## src/design/tbo_pkg.sv

```systemverilog
// Package with widths, types and register codes of the triangle-box overlap test.
`timescale 1ns / 1ps
package tbo_pkg;

  // Coordinate width and the widths of the exact intermediate values.
  localparam int CW  = 32;             // coordinate, signed Q16.16
  localparam int PW  = CW + 3;         // doubled vertex relative to box center
  localparam int EW  = CW + 4;         // edge vector component
  localparam int PPW = 2 * EW;         // one product of edge components
  localparam int RPW = EW + CW;        // edge magnitude times box size
  localparam int NW  = 2 * EW + 1;     // normal component and edge projection
  localparam int SPL = (NW + 1) / 2;   // split point of the normal for the plane products
  localparam int NHW = NW - SPL;       // width of the upper normal part
  localparam int CLW = SPL + 1 + PW;   // lower plane product (signed)
  localparam int CHW = NHW + PW;       // upper plane product (signed)
  localparam int RLW = SPL + CW;       // lower radius product (unsigned)
  localparam int RHW = NHW + CW;       // upper radius product (unsigned)
  localparam int DW  = NW + PW + 4;    // plane distance sums
  localparam int CFG_IW = 3;

  typedef logic signed [CW-1:0]  coord_t;
  typedef logic signed [PW-1:0]  p_t;
  typedef logic signed [EW-1:0]  e_t;
  typedef logic        [CW-1:0]  h_t;
  typedef logic        [EW-1:0]  emag_t;
  typedef logic signed [PPW-1:0] pp_t;
  typedef logic        [RPW-1:0] rp_t;
  typedef logic signed [NW-1:0]  n_t;
  typedef logic        [NW-1:0]  nmag_t;
  typedef logic signed [CLW-1:0] cl_t;
  typedef logic signed [CHW-1:0] ch_t;
  typedef logic        [RLW-1:0] rl_t;
  typedef logic        [RHW-1:0] rh_t;
  typedef logic signed [DW-1:0]  d_t;

  typedef enum logic [CFG_IW-1:0] {
    REG_BOX_MIN_X = 3'd0,
    REG_BOX_MIN_Y = 3'd1,
    REG_BOX_MIN_Z = 3'd2,
    REG_BOX_MAX_X = 3'd3,
    REG_BOX_MAX_Y = 3'd4,
    REG_BOX_MAX_Z = 3'd5
  } cfg_reg_e;

  // Classified triangle handed from the front to the back.
  typedef struct packed {
    p_t [2:0][2:0] p;   // [vertex][axis]
    e_t [2:0][2:0] e;   // [edge][axis]
    h_t [2:0]      h;   // doubled box half size per axis
    logic          bb_ok;
  } front_item_t;

endpackage

```

## src/design/tbo_queue.sv

```systemverilog
// Two-entry queue between the front and the back.
`timescale 1ns / 1ps
module tbo_queue (
  input  logic                 clk_i,
  input  logic                 rst_ni,
  input  logic                 push_i,
  input  tbo_pkg::front_item_t item_i,
  output logic                 ready_o,
  output logic                 valid_o,
  output tbo_pkg::front_item_t item_o,
  input  logic                 pop_i
);

  tbo_pkg::front_item_t mem_q [2];
  logic                 wr_q, rd_q;
  logic [1:0]           cnt_q;

  assign ready_o = (cnt_q != 2'd2);
  assign valid_o = (cnt_q != 2'd0);
  assign item_o  = mem_q[rd_q];

  always_ff @(posedge clk_i or negedge rst_ni) begin
    if (!rst_ni) begin
      wr_q  <= 1'b0;
      rd_q  <= 1'b0;
      cnt_q <= 2'd0;
    end else begin
      if (push_i) wr_q <= !wr_q;
      if (pop_i)  rd_q <= !rd_q;
      if (push_i && !pop_i) begin
        cnt_q <= cnt_q + 2'd1;
      end else if (pop_i && !push_i) begin
        cnt_q <= cnt_q - 2'd1;
      end
    end
  end

  always_ff @(posedge clk_i) begin
    if (push_i) begin
      mem_q[wr_q] <= item_i;
    end
  end

endmodule

```

## config.mk

```make
export PLATFORM = sky130hd
export DESIGN_NAME = tbo_queue
export DESIGN_NICKNAME = d
export VERILOG_FILES = /design/src/design/tbo_pkg.sv /design/src/design/tbo_queue.sv
export SDC_FILE = /design/constraint.sdc
export NUM_CORES = 1
export LEC_CHECK = 0
export ABC_AREA = 1
export BUFFER_PORTS_ARGS = -buffer_cell sky130_fd_sc_hd__buf_2
export CORE_AREA = 2 2 575 577
export DETAILED_ROUTE_END_ITERATION = 6
export DIE_AREA = 0 0 577 579
export GPL_TIMING_DRIVEN = 0
export SETUP_SLACK_MARGIN = 0.02
export SLEW_MARGIN = 20
export SYNTH_ARGS = -nofsm -noshare
export SYNTH_HDL_FRONTEND = slang
export SYNTH_SLANG_ARGS = --single-unit
export TNS_END_PERCENT = 1
```

## constraint.sdc

```tcl
create_clock -name clk_i -period 32.5 [get_ports clk_i]
set_clock_uncertainty 0.05 [all_clocks]
set_input_delay 4.875 -clock clk_i [delete_from_list [all_inputs] [get_ports clk_i]]
set_output_delay 4.875 -clock clk_i [all_outputs]
set_load 0.05 [all_outputs]
```

==> results.toml <==
[logic_synthesis]
synthDistinctLibCells = 13
synth_area_per_cell_um2 = 23.23
ys.warnings.count = 0
synthCells = 2315
ys_seq_elements = 1476
yosysSeqAreaShare_pct = 82.38
synthesis.area_um2 = 53780
synth_nets = 3056

[outcome]
outcome = "finished, final reports clean"

[clock_tree]
cts_buffers = 168
ctsHtreeMaxLevel = 4
post_cts_resized = 0
clockBufferDepth = 4
clk_pin_slew_ns = 0.06
cts_hold_buf = 0
cts_sinks = 1476
cts_tree = "done"
clk_latency_ns = 0.85
post_cts_buffers = 0
cts_root_buf = "clkbuf_16"

[sta]
setup_tns_ns = 0
max_freq_ghz = 0.1259
period_needed_ns = 7.941
worstMarginPinSlew_ns = 0.6825
fin_crit_sh_pct = 24.43
slew_headroom_pct = 54.39
maxSlewViolCount = 0
rsz0062_at_grt = "no"
setup_viol = 0
hold_viol_final = 0

[finish]
drive_gt1_share_pct = 62.45
design_area_um2 = 73420
fill_cells = 34300
syn_to_final_growth_pct = 36.51
fin_nets = 4747
seq_area_um2 = 44300
multi_input_area_um2 = 8376

[floorplanning]
ioPinCount = 1478
core.rowCount = 211
die-area_um2 = 334100
core_area_um2 = 328700
start_util_pct = 16.36
die_w_um = 577
die_height_um = 579

[route]
drt_iter0_drc = 2586
vias = 30450
ant_nets = 0
wl_mm = 257.8
wire_per_inst_um = 30.05
dr.pass1.iters = 5
vias_per_cell = 3.549
drc = 0

[global_route]
first_global_vias = 30480
grt_usage_pct = 14.71
antenna_found_initial = 244
grt_max_degree = 101
grt_pass1_wl_mm = 316.8
overflow = 0

[setup_path]
r2r-start = "wr_q"
worst_ep_required_time_ns = 27.57
r2r_cells = 6
critPathCaptureType = "primary output"
path_max_fanout = 10
rrSetupSlack_ns = 29.06
worst_setup_path_start_kind = "register"
r2r_end = "mem_q[1][439]"
arrival_ns = 3.02
crit_type = "reg -> out"

[power]
static-leakage-power_uw = 0.02633
ir_worst_vdd_mv = 0.06699
powerDensity_nw_per_um2 = 110.5

[min_path]
hold_end = "cnt_q[1]"
worstHoldPathCells = 2
worst_hold_startpoint = "cnt_q[1]"
worstHoldPathType = "reg -> reg"

[job]
max-cap-violations = 0

[place]
post_dp_cell_area_um2 = 67700
gp_congestion = 0.8944
io_buffer_count = 1477
dp_hpwl_mm = 218.0
==> layout make-up <==
class,instances,area share (%)
inverters,7,0.04601
clock buffers,192,5.878
flip-flops and latches,1476,60.34
repair buffers,1521,11.50
diodes,77,0.2625
multi-input cells,750,11.41
clock inverters,108,1.641
well taps,4366,7.441
plain buffers,82,1.476
==> registers in the layout (all words and copies together), names as in the netlist <==
name / flops
rd_q: 1
wr_q: 1
mem_q: 1472
cnt_q: 2
==> stage by stage <==
step,worst slack [ns],cells,utilization (%),hold WS (ns),power (uW)
after floorplan,7.846,2315,-,0.4125,5221
after global placement,-4.072,8158,20.27,0.4400,6726
after detailed placement,24.46,8202,20.60,0.4557,6326
after CTS,24.31,8502,22.28,0.4694,8276
after global routing,24.40,8539,22.31,0.4918,8430
final,24.56,8579,22.34,0.4695,8112
==> worst max-delay path by stage <==
stage / startpoint / endpoint / depth (start not counted)
after CTS: rd_q / item_o[99] / 5
after global placement: push_i / mem_q[0][628] / 3
after global routing: rd_q / item_o[99] / 5
final: rd_q / item_o[99] / 5
after floorplan: push_i / mem_q[0][0] / 2
after detailed placement: push_i / mem_q[1][630] / 7
==> cells in the final DEF, fill, tap and decap left out <==
cell type / netlist / routed
buf_12: 0 / 21
buf_16: 0 / 23
buf_2: 0 / 1477
buf_6: 18 / 18
bufinv_16: 0 / 20
clkbuf_1: 0 / 23
clkbuf_16: 0 / 169
clkbuf_8: 64 / 64
clkinv_1: 0 / 35
clkinv_16: 0 / 2
clkinv_2: 0 / 21
clkinv_4: 0 / 2
clkinv_8: 0 / 3
clkinvlp_4: 0 / 11
dfrtp_1: 4 / 4
diode_2: 0 / 77
edfxtp_1: 1472 / 1472
ha_1: 1 / 1
inv_1: 7 / 6
inv_16: 0 / 3
inv_6: 0 / 10
inv_8: 0 / 2
mux2_2: 736 / 736
nand2_1: 7 / 7
nand3_1: 1 / 1
nand4_1: 1 / 1
nor2_4: 0 / 1
xnor2_1: 1 / 1
xor2_1: 2 / 2
==> cell usage after synthesis <==
cell type	number	area share, %
xnor2_1	1	0.016
nor2_1	1	0.0070
xor2_1	2	0.033
nand3_1	1	0.0093
clkbuf_8	64	1.6
ha_1	1	0.023
nand2_1	7	0.049
inv_1	7	0.049
dfrtp_1	4	0.19
mux2_2	736	15
edfxtp_1	1472	82
buf_6	18	0.38
nand4_1	1	0.012
==> cells by family after synthesis <==
kind of cell / share of synthesized area, %
xor+xnor: 0.04887
flops: 82.38
simple gates: 0.07678
mux: 15.41
buf+inv: 2.064
fa+ha+maj: 0.02326
==> power by group <==
part           switching [uW]  internal (uW)  leakage, uW
combinational            2720            882      0.00980
sequential               69.5           2520       0.0139
clock                     799           1120      0.00266
==> worst max-delay path, cell delays in order, from the launching register on <==
cell,delay [ns]
dfrtp_1,0.34
buf_6,0.34
buf_6,0.35
clkbuf_8,0.33
mux2_2,0.41
buf_2,0.26
==> routing by layer <==
layer | track usage, % | up-vias | part of all wire (%)
met5 | 0.3971 | - | 0.31
met1 | 15.42 | 15150 | 35
met3 | 10.03 | 559 | 16
met4 | 5.124 | 122 | 3.5
met2 | 23.29 | 1813 | 45
li1 | - | 12800 | -
No activity file was read; power rests on OpenSTA's default activity.
