File: config.mk
export PLATFORM = sky130hd
export DESIGN_NAME = tbo_front_flat
export DESIGN_NICKNAME = d
export VERILOG_FILES = /design/src/design/tbo_pkg.sv /design/src/design/tbo_if.sv /design/src/design/tbo_front.sv /design/src/flat_wrapper.sv
export SDC_FILE = /design/constraint.sdc
export NUM_CORES = 2
export LEC_CHECK = 0
export ABC_AREA = 1
export BUFFER_PORTS_ARGS = -buffer_cell sky130_fd_sc_hd__buf_2
export CAP_MARGIN = 10
export CORE_UTILIZATION = 53
export CTS_BUF_LIST = sky130_fd_sc_hd__clkbuf_8
export DETAILED_ROUTE_END_ITERATION = 16
export PLACE_DENSITY = 0.77
export SETUP_SLACK_MARGIN = 0.3
export SYNTH_ARGS = -nofsm -noshare
export SYNTH_HDL_FRONTEND = slang
export SYNTH_SLANG_ARGS = --single-unit
File: constraint.sdc
create_clock -name clk_i -period 43.4 [get_ports clk_i]
set_input_delay 2.17 -clock clk_i [delete_from_list [all_inputs] [get_ports clk_i]]
set_output_delay 2.17 -clock clk_i [all_outputs]
set_load 0.05 [all_outputs]
File: src/design/tbo_pkg.sv
// Package with widths, types and register codes of the triangle-box overlap test.
`timescale 1ns / 1ps
package tbo_pkg;

  // Coordinate width and the widths of the exact intermediate values.
  localparam int CW  = 32;             // coordinate, signed Q16.16
  localparam int PW  = CW + 3;         // doubled vertex relative to box center
  localparam int EW  = CW + 4;         // edge vector component
  localparam int PPW = 2 * EW;         // one product of edge components
  localparam int RPW = EW + CW;        // edge magnitude times box size
  localparam int NW  = 2 * EW + 1;     // normal component and edge projection
  localparam int SPL = (NW + 1) / 2;   // split point of the normal for the plane products
  localparam int NHW = NW - SPL;       // width of the upper normal part
  localparam int CLW = SPL + 1 + PW;   // lower plane product (signed)
  localparam int CHW = NHW + PW;       // upper plane product (signed)
  localparam int RLW = SPL + CW;       // lower radius product (unsigned)
  localparam int RHW = NHW + CW;       // upper radius product (unsigned)
  localparam int DW  = NW + PW + 4;    // plane distance sums
  localparam int CFG_IW = 3;

  typedef logic signed [CW-1:0]  coord_t;
  typedef logic signed [PW-1:0]  p_t;
  typedef logic signed [EW-1:0]  e_t;
  typedef logic        [CW-1:0]  h_t;
  typedef logic        [EW-1:0]  emag_t;
  typedef logic signed [PPW-1:0] pp_t;
  typedef logic        [RPW-1:0] rp_t;
  typedef logic signed [NW-1:0]  n_t;
  typedef logic        [NW-1:0]  nmag_t;
  typedef logic signed [CLW-1:0] cl_t;
  typedef logic signed [CHW-1:0] ch_t;
  typedef logic        [RLW-1:0] rl_t;
  typedef logic        [RHW-1:0] rh_t;
  typedef logic signed [DW-1:0]  d_t;

  typedef enum logic [CFG_IW-1:0] {
    REG_BOX_MIN_X = 3'd0,
    REG_BOX_MIN_Y = 3'd1,
    REG_BOX_MIN_Z = 3'd2,
    REG_BOX_MAX_X = 3'd3,
    REG_BOX_MAX_Y = 3'd4,
    REG_BOX_MAX_Z = 3'd5
  } cfg_reg_e;

  // Classified triangle handed from the front to the back.
  typedef struct packed {
    p_t [2:0][2:0] p;   // [vertex][axis]
    e_t [2:0][2:0] e;   // [edge][axis]
    h_t [2:0]      h;   // doubled box half size per axis
    logic          bb_ok;
  } front_item_t;

endpackage

File: src/design/tbo_if.sv
// Channel interfaces: triangle in, result out, configuration write.
`timescale 1ns / 1ps
interface tbo_tri_if;
  logic valid;
  logic ready;
  tbo_pkg::coord_t vert0_x, vert0_y, vert0_z;
  tbo_pkg::coord_t vert1_x, vert1_y, vert1_z;
  tbo_pkg::coord_t vert2_x, vert2_y, vert2_z;
  modport source(output valid, vert0_x, vert0_y, vert0_z, vert1_x, vert1_y, vert1_z,
                 vert2_x, vert2_y, vert2_z, input ready);
  modport sink(input valid, vert0_x, vert0_y, vert0_z, vert1_x, vert1_y, vert1_z,
               vert2_x, vert2_y, vert2_z, output ready);
endinterface


interface tbo_cfg_if;
  logic valid;
  logic ready;
  logic [tbo_pkg::CFG_IW-1:0] index;
  tbo_pkg::coord_t data;
  modport source(output valid, index, data, input ready);
  modport sink(input valid, index, data, output ready);
endinterface

File: src/design/tbo_front.sv
// Front part: box registers, bounding-box test and center-relative triangle setup.
`timescale 1ns / 1ps
module tbo_front (
  input  logic                 clk_i,
  input  logic                 rst_ni,
  tbo_tri_if.sink              tri_i,
  tbo_cfg_if.sink              cfg_i,
  output logic                 push_o,
  output tbo_pkg::front_item_t item_o,
  input  logic                 q_ready_i
);

  tbo_pkg::coord_t      bmin_q [3];
  tbo_pkg::coord_t      bmax_q [3];
  logic                 fv_q;
  tbo_pkg::front_item_t item_q, item_d;
  tbo_pkg::coord_t      v [3][3];
  tbo_pkg::coord_t      lo, hi;
  logic                 accept;

  assign cfg_i.ready = 1'b1;

  always_ff @(posedge clk_i or negedge rst_ni) begin
    if (!rst_ni) begin
      for (int a = 0; a < 3; a++) begin
        bmin_q[a] <= '0;
        bmax_q[a] <= '0;
      end
    end else if (cfg_i.valid) begin
      case (cfg_i.index)
        tbo_pkg::REG_BOX_MIN_X: bmin_q[0] <= cfg_i.data;
        tbo_pkg::REG_BOX_MIN_Y: bmin_q[1] <= cfg_i.data;
        tbo_pkg::REG_BOX_MIN_Z: bmin_q[2] <= cfg_i.data;
        tbo_pkg::REG_BOX_MAX_X: bmax_q[0] <= cfg_i.data;
        tbo_pkg::REG_BOX_MAX_Y: bmax_q[1] <= cfg_i.data;
        tbo_pkg::REG_BOX_MAX_Z: bmax_q[2] <= cfg_i.data;
        default: ;
      endcase
    end
  end

  always_comb begin
    v[0][0] = tri_i.vert0_x; v[0][1] = tri_i.vert0_y; v[0][2] = tri_i.vert0_z;
    v[1][0] = tri_i.vert1_x; v[1][1] = tri_i.vert1_y; v[1][2] = tri_i.vert1_z;
    v[2][0] = tri_i.vert2_x; v[2][1] = tri_i.vert2_y; v[2][2] = tri_i.vert2_z;
    item_d.bb_ok = 1'b1;
    lo = '0;
    hi = '0;
    for (int a = 0; a < 3; a++) begin
      lo = v[0][a];
      hi = v[0][a];
      for (int k = 1; k < 3; k++) begin
        if (v[k][a] < lo) lo = v[k][a];
        if (v[k][a] > hi) hi = v[k][a];
      end
      // An inverted box is empty; touching still counts as overlap.
      if (bmin_q[a] > bmax_q[a] || lo > bmax_q[a] || hi < bmin_q[a]) item_d.bb_ok = 1'b0;
      item_d.h[a] = tbo_pkg::h_t'(bmax_q[a] - bmin_q[a]);
      for (int k = 0; k < 3; k++) begin
        item_d.p[k][a] = tbo_pkg::p_t'(v[k][a]) + tbo_pkg::p_t'(v[k][a])
                       - tbo_pkg::p_t'(bmin_q[a]) - tbo_pkg::p_t'(bmax_q[a]);
      end
    end
    for (int a = 0; a < 3; a++) begin
      item_d.e[0][a] = tbo_pkg::e_t'($signed(item_d.p[1][a]))
                     - tbo_pkg::e_t'($signed(item_d.p[0][a]));
      item_d.e[1][a] = tbo_pkg::e_t'($signed(item_d.p[2][a]))
                     - tbo_pkg::e_t'($signed(item_d.p[1][a]));
      item_d.e[2][a] = tbo_pkg::e_t'($signed(item_d.p[0][a]))
                     - tbo_pkg::e_t'($signed(item_d.p[2][a]));
    end
  end

  assign tri_i.ready = !fv_q || q_ready_i;
  assign accept      = tri_i.valid && tri_i.ready;
  assign push_o      = fv_q && q_ready_i;
  assign item_o      = item_q;

  always_ff @(posedge clk_i or negedge rst_ni) begin
    if (!rst_ni) begin
      fv_q <= 1'b0;
    end else if (accept) begin
      fv_q <= 1'b1;
    end else if (push_o) begin
      fv_q <= 1'b0;
    end
  end

  always_ff @(posedge clk_i) begin
    if (accept) begin
      item_q <= item_d;
    end
  end

endmodule

File: src/flat_wrapper.sv
// flat-port wrapper written by rule: the top's interface ports become plain ports
module tbo_front_flat 
  (clk_i, rst_ni, push_o, item_o, q_ready_i, tri_i_valid, tri_i_vert0_x, tri_i_vert0_y, tri_i_vert0_z, tri_i_vert1_x, tri_i_vert1_y, tri_i_vert1_z, tri_i_vert2_x, tri_i_vert2_y, tri_i_vert2_z, tri_i_ready, cfg_i_valid, cfg_i_index, cfg_i_data, cfg_i_ready);
  tbo_tri_if tri_i_i ();
  tbo_cfg_if cfg_i_i ();
  input  logic clk_i;
  input  logic rst_ni;
  output logic push_o;
  output tbo_pkg::front_item_t item_o;
  input  logic q_ready_i;
  input wire logic [$bits(tri_i_i.valid)-1:0] tri_i_valid;
  input wire logic [$bits(tri_i_i.vert0_x)-1:0] tri_i_vert0_x;
  input wire logic [$bits(tri_i_i.vert0_y)-1:0] tri_i_vert0_y;
  input wire logic [$bits(tri_i_i.vert0_z)-1:0] tri_i_vert0_z;
  input wire logic [$bits(tri_i_i.vert1_x)-1:0] tri_i_vert1_x;
  input wire logic [$bits(tri_i_i.vert1_y)-1:0] tri_i_vert1_y;
  input wire logic [$bits(tri_i_i.vert1_z)-1:0] tri_i_vert1_z;
  input wire logic [$bits(tri_i_i.vert2_x)-1:0] tri_i_vert2_x;
  input wire logic [$bits(tri_i_i.vert2_y)-1:0] tri_i_vert2_y;
  input wire logic [$bits(tri_i_i.vert2_z)-1:0] tri_i_vert2_z;
  output wire logic [$bits(tri_i_i.ready)-1:0] tri_i_ready;
  input wire logic [$bits(cfg_i_i.valid)-1:0] cfg_i_valid;
  input wire logic [$bits(cfg_i_i.index)-1:0] cfg_i_index;
  input wire logic [$bits(cfg_i_i.data)-1:0] cfg_i_data;
  output wire logic [$bits(cfg_i_i.ready)-1:0] cfg_i_ready;
  assign tri_i_i.valid = tri_i_valid;
  assign tri_i_i.vert0_x = tri_i_vert0_x;
  assign tri_i_i.vert0_y = tri_i_vert0_y;
  assign tri_i_i.vert0_z = tri_i_vert0_z;
  assign tri_i_i.vert1_x = tri_i_vert1_x;
  assign tri_i_i.vert1_y = tri_i_vert1_y;
  assign tri_i_i.vert1_z = tri_i_vert1_z;
  assign tri_i_i.vert2_x = tri_i_vert2_x;
  assign tri_i_i.vert2_y = tri_i_vert2_y;
  assign tri_i_i.vert2_z = tri_i_vert2_z;
  assign tri_i_ready = tri_i_i.ready;
  assign cfg_i_i.valid = cfg_i_valid;
  assign cfg_i_i.index = cfg_i_index;
  assign cfg_i_i.data = cfg_i_data;
  assign cfg_i_ready = cfg_i_i.ready;
  tbo_front u_core (.clk_i(clk_i), .rst_ni(rst_ni), .tri_i(tri_i_i), .cfg_i(cfg_i_i), .push_o(push_o), .item_o(item_o), .q_ready_i(q_ready_i));
endmodule
==> impl_metrics.toml <==
[detailed_routing]
drt-total-wl_um = 382000
drc_errors = 3
drt-pass1-iter-count = 12
wl_per_cell_um = 25.4
ant_nets = 0
via_per_inst = 6.04
vias = 91000
drt_first_iter_violations = 9650

[yosys]
ys_ff_latch = 911
synth_area_mm2 = 0.0910
async_flop_share_pct = 21.2
syn_inst = 11500
synth_edf_count = 718
ys.warnings.count = 0
avgSynthCellArea_um2 = 7.89
ys_seq_area_share_pct = 29.0
synth.distinct_cells = 62
synthFlopType = "edfxtp_1"

[place]
port_buffers = 1056
pre_cts_slack_ns = 32.52
dpl.hpwl_um = 322000
dp.cells = 14700
gp_congestion = 1.10

[global_routing]
track_usage_pct = 42.4
grt_pass1_vias = 86500
antenna_found_initial = 130
overflow = 0
grt_max_degree = 158
grt_pass1_wl_um = 546000

[timing]
rsz0062_at_grt = "false"
period_minus_slack_ns = 10.13
setup_violations = 0
hold_violations = 0
holdWs_ns = 0.482
worst_pin_slew_ns = 1.46
slew_headroom_pct = 1.77
fin_ws_ns = 33.27
post-route-period-util_pct = 23.3
finClkSkew_ns = 0.0558
setup_tns_ns = 0
fmax_mhz = 98.7
drv_slew = 0

[cells_and_area]
drive_gt1_share_pct = 11.2
fin_cells = 15100
area_growth_syn_to_layout_pct = 12.4
nets = 14500
nFillCells = 15200

[clocking]
ctsHoldBuffers = 0
cts_setup_buffers = 0
path_clk_slew_ns = 0.06
cts_buffer_depth = 3
h-tree-depth = 4
cts_tree = "yes"
clock_latency_ns = 1.00
cts_resized = 0
clockRootBuffer = "clkbuf_8"
cts_buffers = 158
cts_sinks = 911

[floorplan]
core_mm2 = 0.170
die_width_um = 416
pin_count = 1067
die_area_mm2 = 0.173
rows = 151
initial_core_util_pct = 53.6
fp.dieH_um = 416

[worst_setup_path]
cp-end-kind = "register"
critPathKind = "in -> reg"
critPathLaunchType = "primary input"
worstPathArrival_ns = 10.97
cp_slowest_cell = "o21ai_0"
path_max_fanout = 64
slowest_delay_ns = 0.73
critPathRequiredTime_ns = 44.23
cpMostUsedCell = "nand2_1"

[status]
outcome = "complete, but fails checks"
violations = "design-rule violations, max-capacitance violations"

[run]
drv_cap = 1

[min_path]
hold_class = "reg -> reg"
[per-layer routing]
metal | vias to the layer above | track usage, % | routed length (µm) | share of wire [%]
met5 | - | 0 | 490 | 0.13
met4 | 74 | 29.7 | 30000 | 7.8
met3 | 1131 | 9.07 | 36500 | 9.5
met2 | 4932 | 66.8 | 169000 | 44
met1 | 43000 | 51.7 | 146000 | 38
li1 | 41900 | - | - | -
[registers in the layout (all words and copies together), names as in the netlist]
name / cells
u_core.bmax_q: 96
u_core.bmin_q: 96
u_core.fv_q: 1
u_core.item_o: 718
[synthesized netlist by cell type, types with 42 or more instances]
cell type  instances  area [µm²]
o21ai_1          127         636
dfrtp_1          193        4830
a21o_1            51         383
nor4_1            47         294
a21oi_1         1247        6240
nor3_1            90         450
o21ai_0          890        4450
ha_1            1473       18400
nand2_1         2362        8870
o221ai_1          42         368
xnor2_1          329        2880
xor2_1           650        5690
o21a_1            67         503
a31oi_1           77         482
o21ai_2           42         368
nor2_1           501        1880
o21bai_1          61         458
nand3_1          366        1830
a21boi_1          62         465
nand4_1          111         694
edfxtp_1         718       21600
inv_1           1590        5970
clkbuf_1         102         383
a211oi_1          43         323
[placed cells by master, fill, tap and decap left out, types with 21 or more instances in the layout]
cell / Yosys / routed
buf_4: 24 / 35
o221ai_1: 42 / 42
nor2_1: 501 / 501
xnor2_1: 329 / 329
diode_2: 0 / 80
a31oi_1: 77 / 77
o21ai_2: 42 / 42
a211oi_1: 43 / 43
a21boi_1: 62 / 62
inv_1: 1590 / 1636
nand2_1: 2362 / 2358
nor3_1: 90 / 90
nand4_1: 111 / 111
nand3_1: 366 / 361
clkinv_1: 4 / 27
o21a_1: 67 / 67
dfrtp_1: 193 / 193
o21ai_1: 127 / 127
a21boi_0: 32 / 32
a221oi_1: 23 / 23
o21ai_0: 890 / 890
ha_1: 1473 / 1473
o211ai_1: 27 / 27
a21oi_1: 1247 / 1246
clkbuf_8: 0 / 167
fa_1: 21 / 21
buf_2: 16 / 1055
o21bai_1: 61 / 61
nor4_1: 47 / 46
a21boi_2: 22 / 22
xor2_1: 650 / 650
a21o_1: 51 / 51
edfxtp_1: 718 / 718
[final timing paths]
kind	from	end	slack (ns)	cells past startpoint
max in group asynchronous	rst_ni	u_core.bmax_q[1]	40.86	2
worst min register to register	u_core.bmin_q[87]	u_core.bmin_q[87]	0.48	2
min in group asynchronous	rst_ni	u_core.bmin_q[91]	1.18	1
worst min-delay path	u_core.bmin_q[87]	u_core.bmin_q[87]	0.48	2
worst max-delay path	tri_i_vert0_z[31]	u_core.item_o[0]	33.27	36
worst max register to register	u_core.bmin_q[33]	u_core.item_o[383]	34.65	33
[critical path, delay by kind of cell]
family | cells | cell delay, ns
xor gates and xnor gates | 1 | 0.10
buffers and inverters | 5 | 0.70
AOI/OAI and AO/OA | 2 | 0.98
adders and majority gates | 3 | 1.23
and+or+nand+nor | 25 | 5.71
[area by class of cell]
type	instances	area, µm²	share of cell area (%)
multi-input cells	8874	57900	56.7
flip-flops and latches	911	26400	25.8
inverters	1596	5990	5.86
repair buffers	1092	5580	5.46
well taps	2218	2780	2.71
clock buffers	167	2300	2.25
clock inverters	122	1070	1.05
diodes	80	200	0.196
[stage by stage]
step | area (µm²) | util, %
floorplan | 91000 | -
global placement | 98700 | 58.1
detailed placement | 98700 | 58.1
CTS | 102000 | 60.1
global route | 102000 | 60.2
finish | 102000 | 60.2
[kinds of logic after synthesis]
family                     share of synthesized area [%]
other                                            0.00826
xor gates and xnor gates                            9.43
AOI/OAI and AO/OA                                   17.7
buffers and inverters                               7.39
and+or+nand+nor                                     15.7
adders and majority gates                           20.7
DFF                                                 29.0
Power is not shown: default switching activity piles up to over one toggle a cycle in this logic, so the estimate is an artifact.
